--- src/design/adsr_pkg.sv ---
package adsr_pkg;

    localparam int LEVEL_W = 17;
    localparam int TIME_W  = 32;
    localparam int DUR_W   = 16;
    localparam int CFG_W   = 17;
    localparam int PROD_W  = TIME_W + LEVEL_W;

    localparam logic [LEVEL_W-1:0] FULL_Q16 = LEVEL_W'(65536);

    localparam int DIV_STEPS = LEVEL_W;
    localparam int CNT_W     = $clog2(DIV_STEPS);

    localparam logic [DUR_W-1:0] ATTACK_RST  = DUR_W'(170);
    localparam logic [DUR_W-1:0] DECAY_RST   = DUR_W'(70);
    localparam logic [LEVEL_W-1:0] SUSTAIN_RST = LEVEL_W'(45875);
    localparam logic [DUR_W-1:0] RELEASE_RST = DUR_W'(550);

    localparam logic [1:0] FUNC_TICK     = 2'd0;
    localparam logic [1:0] FUNC_NOTE_ON  = 2'd1;
    localparam logic [1:0] FUNC_NOTE_OFF = 2'd2;

    localparam logic [1:0] REG_ATTACK  = 2'd0;
    localparam logic [1:0] REG_DECAY   = 2'd1;
    localparam logic [1:0] REG_SUSTAIN = 2'd2;
    localparam logic [1:0] REG_RELEASE = 2'd3;

    typedef enum logic [2:0] {
        PH_WAITING = 3'd0,
        PH_START   = 3'd1,
        PH_ATTACK  = 3'd2,
        PH_DECAY   = 3'd3,
        PH_SUSTAIN = 3'd4,
        PH_RELEASE = 3'd5,
        PH_DONE    = 3'd6
    } adsr_phase_t;

    typedef enum logic [2:0] {
        ST_IDLE,
        ST_DECODE,
        ST_MUL,
        ST_DIV_INIT,
        ST_DIV,
        ST_APPLY,
        ST_OUT
    } adsr_state_t;

    typedef struct packed {
        logic [1:0]         func;
        logic [TIME_W-1:0]  timestamp_mb;
        logic [LEVEL_W-1:0] note_alpha;
    } adsr_in_t;

    typedef struct packed {
        logic [LEVEL_W-1:0] level;
        logic [2:0]         phase;
        logic               finished;
        logic [LEVEL_W-1:0] alpha_out;
    } adsr_out_t;

    typedef struct packed {
        logic load_item;
        logic mul;
        logic div_init;
        logic div_step;
        logic apply;
        logic load_out;
    } adsr_cmd_t;

    typedef struct packed {
        logic needs_step;
        logic big;
    } adsr_status_t;

endpackage

--- src/design/adsr_dp.sv ---
module adsr_dp
    import adsr_pkg::*;
(
    input  logic               clk,
    input  logic               rst_n,
    input  adsr_in_t           item,
    input  logic               cfg_we,
    input  logic [1:0]         cfg_index,
    input  logic [CFG_W-1:0]   cfg_data,
    input  adsr_cmd_t          cmd,
    output adsr_status_t       status,
    output adsr_out_t          result
);

    logic [DUR_W-1:0]   attack_reg;
    logic [DUR_W-1:0]   decay_reg;
    logic [LEVEL_W-1:0] sustain_reg;
    logic [DUR_W-1:0]   release_reg;

    adsr_phase_t        phase_reg, phase_next;
    logic [LEVEL_W-1:0] level_reg, level_next;
    logic [TIME_W-1:0]  last_reg, last_next;
    logic [LEVEL_W-1:0] alpha_reg, alpha_next;
    logic               finished_reg, finished_next;

    adsr_in_t           item_reg;
    logic [PROD_W-1:0]  prod_reg;
    logic [DUR_W-1:0]   rem_reg;
    logic [LEVEL_W-1:0] quo_reg;
    logic               big_reg;
    adsr_out_t          out_reg;

    logic [DUR_W-1:0]   dur_raw;
    logic [DUR_W-1:0]   divisor;
    logic [LEVEL_W-1:0] mult;
    logic [TIME_W-1:0]  dt;
    logic [DUR_W:0]     trial;
    logic               trial_ge;
    logic [LEVEL_W:0]   sum;
    logic [2*LEVEL_W-1:0] alpha_prod;

    always_comb
    begin
        unique case (phase_reg)
            PH_ATTACK:  dur_raw = attack_reg;
            PH_DECAY:   dur_raw = decay_reg;
            default:    dur_raw = release_reg;
        endcase
        divisor = (dur_raw == '0) ? DUR_W'(1) : dur_raw;
        mult = (phase_reg == PH_ATTACK) ? FULL_Q16 : (FULL_Q16 - sustain_reg);
        dt = item_reg.timestamp_mb - last_reg;
        trial = {rem_reg, quo_reg[LEVEL_W-1]};
        trial_ge = (trial >= {1'b0, divisor});
        sum = {1'b0, level_reg} + {1'b0, quo_reg};
        alpha_prod = (2*LEVEL_W)'(alpha_reg) * (2*LEVEL_W)'(level_reg);
    end

    assign status.needs_step = (item_reg.func == FUNC_TICK)
        && ((phase_reg == PH_ATTACK) || (phase_reg == PH_DECAY)
            || (phase_reg == PH_RELEASE));
    assign status.big = big_reg;
    assign result = out_reg;

    always_comb
    begin
        phase_next    = phase_reg;
        level_next    = level_reg;
        last_next     = last_reg;
        alpha_next    = alpha_reg;
        finished_next = finished_reg;
        if (cmd.apply)
        begin
            finished_next = 1'b0;
            unique case (item_reg.func)
                FUNC_TICK:
                begin
                    last_next = item_reg.timestamp_mb;
                    unique case (phase_reg)
                        PH_START:
                        begin
                            phase_next = PH_ATTACK;
                        end
                        PH_ATTACK:
                        begin
                            if (big_reg || (sum >= {1'b0, FULL_Q16}))
                            begin
                                level_next = FULL_Q16;
                                phase_next = PH_DECAY;
                            end
                            else
                            begin
                                level_next = sum[LEVEL_W-1:0];
                            end
                        end
                        PH_DECAY:
                        begin
                            if (big_reg
                                || ({1'b0, level_reg}
                                    <= ({1'b0, sustain_reg} + {1'b0, quo_reg})))
                            begin
                                level_next = sustain_reg;
                                phase_next = PH_SUSTAIN;
                            end
                            else
                            begin
                                level_next = level_reg - quo_reg;
                            end
                        end
                        PH_RELEASE:
                        begin
                            if (big_reg || (level_reg <= quo_reg))
                            begin
                                level_next    = '0;
                                phase_next    = PH_DONE;
                                finished_next = 1'b1;
                                last_next     = last_reg;
                            end
                            else
                            begin
                                level_next = level_reg - quo_reg;
                            end
                        end
                        default:
                        begin
                        end
                    endcase
                end
                FUNC_NOTE_ON:
                begin
                    phase_next = PH_START;
                    alpha_next = (item_reg.note_alpha > FULL_Q16) ? FULL_Q16
                                                                  : item_reg.note_alpha;
                end
                FUNC_NOTE_OFF:
                begin
                    phase_next = PH_RELEASE;
                end
                default:
                begin
                end
            endcase
        end
    end

    always_ff @(posedge clk or negedge rst_n)
    begin
        if (!rst_n)
        begin
            attack_reg   <= ATTACK_RST;
            decay_reg    <= DECAY_RST;
            sustain_reg  <= SUSTAIN_RST;
            release_reg  <= RELEASE_RST;
            phase_reg    <= PH_WAITING;
            level_reg    <= '0;
            last_reg     <= '0;
            alpha_reg    <= FULL_Q16;
            finished_reg <= 1'b0;
        end
        else
        begin
            if (cfg_we)
            begin
                unique case (cfg_index)
                    REG_ATTACK:  attack_reg  <= cfg_data[DUR_W-1:0];
                    REG_DECAY:   decay_reg   <= cfg_data[DUR_W-1:0];
                    REG_SUSTAIN: sustain_reg <= (cfg_data > FULL_Q16) ? FULL_Q16 : cfg_data;
                    REG_RELEASE: release_reg <= cfg_data[DUR_W-1:0];
                    default:     attack_reg  <= attack_reg;
                endcase
            end
            phase_reg    <= phase_next;
            level_reg    <= level_next;
            last_reg     <= last_next;
            alpha_reg    <= alpha_next;
            finished_reg <= finished_next;
        end
    end

    always_ff @(posedge clk)
    begin
        if (cmd.load_item)
        begin
            item_reg <= item;
        end
        if (cmd.mul)
        begin
            prod_reg <= PROD_W'(dt) * PROD_W'(mult);
        end
        if (cmd.div_init)
        begin
            big_reg <= (prod_reg[PROD_W-1:LEVEL_W] >= TIME_W'(divisor));
            rem_reg <= prod_reg[LEVEL_W+DUR_W-1:LEVEL_W];
            quo_reg <= prod_reg[LEVEL_W-1:0];
        end
        else if (cmd.div_step)
        begin
            rem_reg <= trial_ge ? DUR_W'(trial - {1'b0, divisor}) : trial[DUR_W-1:0];
            quo_reg <= {quo_reg[LEVEL_W-2:0], trial_ge};
        end
        if (cmd.load_out)
        begin
            out_reg.level     <= level_reg;
            out_reg.phase     <= phase_reg;
            out_reg.finished  <= finished_reg;
            out_reg.alpha_out <= alpha_prod[LEVEL_W+15:16];
        end
    end

endmodule

--- src/design/adsr_ctrl.sv ---
module adsr_ctrl
    import adsr_pkg::*;
(
    input  logic         clk,
    input  logic         rst_n,
    input  logic         item_valid,
    output logic         item_ready,
    output logic         result_valid,
    input  logic         result_ready,
    input  adsr_status_t status,
    output adsr_cmd_t    cmd
);

    adsr_state_t      state_reg, state_next;
    logic [CNT_W-1:0] cnt_reg, cnt_next;
    logic             valid_reg, valid_next;

    assign result_valid = valid_reg;

    always_comb
    begin
        state_next = state_reg;
        cnt_next   = cnt_reg;
        valid_next = valid_reg && !result_ready;
        cmd        = '0;
        item_ready = 1'b0;
        unique case (state_reg)
            ST_IDLE:
            begin
                item_ready = 1'b1;
                if (item_valid)
                begin
                    cmd.load_item = 1'b1;
                    state_next    = ST_DECODE;
                end
            end
            ST_DECODE:
            begin
                state_next = status.needs_step ? ST_MUL : ST_APPLY;
            end
            ST_MUL:
            begin
                cmd.mul    = 1'b1;
                state_next = ST_DIV_INIT;
            end
            ST_DIV_INIT:
            begin
                cmd.div_init = 1'b1;
                cnt_next     = '0;
                state_next   = ST_DIV;
            end
            ST_DIV:
            begin
                if (status.big)
                begin
                    state_next = ST_APPLY;
                end
                else
                begin
                    cmd.div_step = 1'b1;
                    cnt_next     = cnt_reg + 1'b1;
                    if (cnt_reg == CNT_W'(DIV_STEPS - 1))
                    begin
                        state_next = ST_APPLY;
                    end
                end
            end
            ST_APPLY:
            begin
                cmd.apply  = 1'b1;
                state_next = ST_OUT;
            end
            ST_OUT:
            begin
                if (!valid_reg || result_ready)
                begin
                    cmd.load_out = 1'b1;
                    valid_next   = 1'b1;
                    state_next   = ST_IDLE;
                end
            end
            default:
            begin
                state_next = ST_IDLE;
            end
        endcase
    end

    always_ff @(posedge clk or negedge rst_n)
    begin
        if (!rst_n)
        begin
            state_reg <= ST_IDLE;
            cnt_reg   <= '0;
            valid_reg <= 1'b0;
        end
        else
        begin
            state_reg <= state_next;
            cnt_reg   <= cnt_next;
            valid_reg <= valid_next;
        end
    end

endmodule

--- src/design/adsr_envelope_generator.sv ---
// ADSR envelope generator with a valid/ready input channel, a valid/ready
// result channel and a plain configuration write port.
// Each input transaction is a time tick, a note-on or a note-off, and each one
// produces exactly one result transaction carrying level, phase, finished flag
// and the note alpha scaled by the level.
// A note-on, a note-off, or a tick in a phase that does not move the level
// passes from decode straight to apply and then to output.
// A tick in attack, decay or release passes through decode, the elapsed-time
// multiply, divider setup, a 17-step restoring divider that computes the level
// step one quotient bit per cycle, apply and output. When the quotient cannot
// fit in 17 bits the step exceeds any remaining distance and the divider
// steps are skipped.
// One transaction is processed at a time; the next one is accepted in the cycle
// after the previous result is placed in the output register.
// If the receiver stalls, the result is held in the output register and the
// next transaction may still be accepted and processed, but it waits before
// writing its own result until the held one has been taken.
// Reset restores the default register values and puts the envelope in the
// waiting phase with level zero and full alpha; configure only while idle.
module adsr_envelope_generator
    import adsr_pkg::*;
(
    input  logic             clk,
    input  logic             rst_n,
    input  logic             item_valid,
    output logic             item_ready,
    input  adsr_in_t         item,
    output logic             result_valid,
    input  logic             result_ready,
    output adsr_out_t        result,
    input  logic             cfg_we,
    input  logic [1:0]       cfg_index,
    input  logic [CFG_W-1:0] cfg_data
);

    adsr_cmd_t    cmd;
    adsr_status_t status;

    adsr_ctrl u_ctrl (
        .clk          (clk),
        .rst_n        (rst_n),
        .item_valid   (item_valid),
        .item_ready   (item_ready),
        .result_valid (result_valid),
        .result_ready (result_ready),
        .status       (status),
        .cmd          (cmd)
    );

    adsr_dp u_dp (
        .clk       (clk),
        .rst_n     (rst_n),
        .item      (item),
        .cfg_we    (cfg_we),
        .cfg_index (cfg_index),
        .cfg_data  (cfg_data),
        .cmd       (cmd),
        .status    (status),
        .result    (result)
    );

endmodule
--- config.mk ---
export PLATFORM = sky130hd
export DESIGN_NAME = adsr_envelope_generator
export DESIGN_NICKNAME = d
export VERILOG_FILES = /design/src/design/adsr_pkg.sv /design/src/design/adsr_dp.sv /design/src/design/adsr_ctrl.sv /design/src/design/adsr_envelope_generator.sv
export SDC_FILE = /design/constraint.sdc
export NUM_CORES = 2
export LEC_CHECK = 0
export ABC_AREA = 0
export ABC_CLOCK_PERIOD_IN_PS = 23100
export BUFFER_PORTS_ARGS = -buffer_cell sky130_fd_sc_hd__clkbuf_2
export CAP_MARGIN = 10
export CELL_PAD_IN_SITES_DETAIL_PLACEMENT = 1
export CELL_PAD_IN_SITES_GLOBAL_PLACEMENT = 1
export CORE_MARGIN = 1
export CORE_UTILIZATION = 30
export CTS_CLUSTER_DIAMETER = 40
export DETAILED_ROUTE_END_ITERATION = 10
export HOLD_SLACK_MARGIN = 0.08
export PLACE_DENSITY = 0.6
export SLEW_MARGIN = 15
export SYNTH_ARGS = -nofsm -noshare
export SYNTH_HDL_FRONTEND = slang
export SYNTH_SLANG_ARGS = --single-unit
--- constraint.sdc ---
create_clock -name clk -period 23.1 [get_ports clk]
set_clock_uncertainty 0.05 [all_clocks]
set_input_delay 1.155 -clock clk [delete_from_list [all_inputs] [get_ports clk]]
set_output_delay 1.155 -clock clk [all_outputs]
set_load 0.02 [all_outputs]
==> flow_metrics.env <==
export IMPL_yosys_cell_types_count=86
export IMPL_grt_antenna_before_repair=5
export IMPL_postRouteAntennaNets=0
export IMPL_grt_met1_usage_pct=26.2
export IMPL_fin_nets=5948
export IMPL_finalSetupViolations=0
export IMPL_htree_levels=3
export IMPL_grt_max_degree=75
export IMPL_post_synth_top_area_fraction_pct=30.6
export IMPL_cts_root_buf="clkbuf_16"
export IMPL_post_cts_buffers=0
export IMPL_met2_usage_pct=35.1
export IMPL_drive_above_1_share_pct=9.62
export IMPL_core_area_um2=146000
export IMPL_avgViaCountPerCell=5.01
export IMPL_globalplace_congestion=0.856
export IMPL_cp_arrival_ps=10260
export IMPL_ys_ff_latch=316
export IMPL_cts_buffers=73
export IMPL_yosysWarnings=0
export IMPL_syn_cell_area_um2=44200
export IMPL_status="finished, final reports clean"
export IMPL_cpMostUsedCell="fa_1"
export IMPL_yosys_top_cells_count="inv_1 (841), fa_1 (675), nand2_1 (637)"
export IMPL_post_route_util_pct=34.0
export IMPL_place_area_um2=47000
export IMPL_hold_viol=0
export IMPL_vias=34100
export IMPL_largest_reg_flops=51
export IMPL_setup_worst_path_start_class="register"
export IMPL_tns_ps=0
export IMPL_yosysSeqAreaShare_pct=19.9
export IMPL_start_util_pct=30.3
export IMPL_ys_flop_type="edfxtp_1"
export IMPL_cp_end_kind="register"
export IMPL_track_usage_pct=20.5
export IMPL_drt_pass1_iter_count=5
export IMPL_critPathKind="register to register"
export IMPL_tightest_slew_ps=1210
export IMPL_max_freq_mhz=101
export IMPL_cp_max_fo=34
export IMPL_yosysMostFrequentCell="inv_1"
export IMPL_worstHoldStart="u_dp.level_reg[1]"
export IMPL_die_width_um=386
export IMPL_reg2reg_depth=34
export IMPL_post_cts_resized=0
export IMPL_async_flop_share_pct=45.6
export IMPL_wl_um=148000
export IMPL_synth_edff_count=172
export IMPL_rsz0062_at_grt="false"
export IMPL_grt_pass1_wl_um=231000
export IMPL_synthesis_nets=5903
export IMPL_grt_pass1_vias=37800
export IMPL_grtUsageMet3_pct=3.28
export IMPL_cts_sinks=316
export IMPL_first_iter_violations=2080
export IMPL_fin_area_um2=49700
export IMPL_synth_area_leaders="fa_1 (31%), edfxtp_1 (12%), ha_1 (10%)"
export IMPL_portBuffers=114
export IMPL_slowest_delay_ps=760
export IMPL_yosys_area_top_type="fa_1"
export IMPL_grt_busiest_layer="met2"
export IMPL_fill_cells=16900
export IMPL_cts_max_path_buffers=3
export IMPL_wl_per_cell_um=21.7
export IMPL_holdPathEnd="u_dp.result[22]"
export IMPL_synth_cells=4791
export IMPL_r2r_setup_slack_ps=13210
export IMPL_rows=140
export IMPL_finalCriticalPeriod_ps=9890
export IMPL_critPathBufInv=4
export IMPL_postCtsHoldBufs=0
export IMPL_max_cap_violations=0
export IMPL_place_hpwl_um=112000
export IMPL_syn_to_final_growth_pct=12.3
export IMPL_cp_top_family="adder cells"
export IMPL_hp_class="register to register"
export IMPL_dieArea_um2=149000
export IMPL_post_route_period_util_pct=42.8
export IMPL_slew_headroom_pct=18.7
export IMPL_cts_reportedPaths_clkPinSlew_ps=50
export IMPL_regToRegStartpoint="u_dp.item_reg[17]"
export IMPL_clk_latency_ps=680
export IMPL_cp_slowest_cell="a21o_1"
export IMPL_fp_dieH_um=386
export IMPL_hold_depth=0
export IMPL_drc_errors=0
export IMPL_io_pins=115
export IMPL_cts_tree="built"
export IMPL_avgSynthCellArea_um2=9.23
export IMPL_grt_overflow=0
export IMPL_drv_slew=0
export IMPL_worstPathRequired_ps=23460
export IMPL_reg2reg_to="u_dp.prod_reg[46]"
-- placed cells by master (no fill, tap or decap), types with 88 or more instances in the layout --
cell type  netlist  routed
inv_1          841     841
edfxtp_1       172     172
and2_1         140     133
buf_4            2      88
nand2_1        637     635
ha_1           362     362
clkbuf_2         0     113
dfrtp_1        123     123
nor2_1         345     344
o21ai_0        112     112
a21oi_1        177     174
xnor2_1        115     112
fa_1           675     675
-- worst max path at each step --
| stage | startpoint | to | slack (ps) | cells after the start |
|---|---|---|---|---|
| global placement | u_dp.item_reg[17] | u_dp.prod_reg[46] | 13340 | 34 |
| finish | u_dp.item_reg[17] | u_dp.prod_reg[46] | 13210 | 34 |
| detailed placement | u_dp.item_reg[17] | u_dp.prod_reg[46] | 13200 | 34 |
| CTS | u_dp.item_reg[17] | u_dp.prod_reg[46] | 13160 | 34 |
| floorplan | u_dp.item_reg[17] | u_dp.prod_reg[45] | 14570 | 35 |
| global route | u_dp.item_reg[17] | u_dp.prod_reg[46] | 12560 | 34 |
-- cell families after synthesis --
kind of cell | count (synthesis) | synth area share [%]
muxes | 85 | 2.08
and+or+nand+nor | 1477 | 15.2
AOI/OAI and AO/OA | 627 | 9.27
xor gates and xnor gates | 176 | 3.49
adders and majority gates | 1037 | 40.8
buffers and inverters | 1073 | 9.21
DFF | 316 | 19.9
-- through the flow --
step / cells / hold WS (ps) / setup WS [ps]
3_3_place_gp: 6678 / 387 / 13340
4_1_cts: 6811 / 399 / 13160
5_1_grt: 6811 / 412 / 12560
2_1_floorplan: 4791 / 373 / 14570
6_report: 6814 / 392 / 13210
3_5_place_dp: 6678 / 393 / 13200
-- routing by layer --
layer  part of all wire [%]  routed length [um]
met3                    5.1                7530
met5                 0.0088                  13
met4                    3.2                4780
met1                     43               63600
met2                     49               72000
-- layout make-up --
| type | instances | area [um^2] | area share [%] |
|---|---|---|---|
| diodes | 3 | 7.51 | 0.0151 |
| clock buffers | 80 | 1900 | 3.83 |
| repair buffers | 202 | 1240 | 2.49 |
| flip-flops and latches | 316 | 8790 | 17.7 |
| clock inverters | 53 | 721 | 1.45 |
| multi-input cells | 3402 | 31400 | 63.3 |
| well taps | 1917 | 2400 | 4.83 |
| inverters | 841 | 3160 | 6.36 |
Power is not shown: default switching activity piles up to over one toggle a cycle in this logic, so the estimate is an artifact.
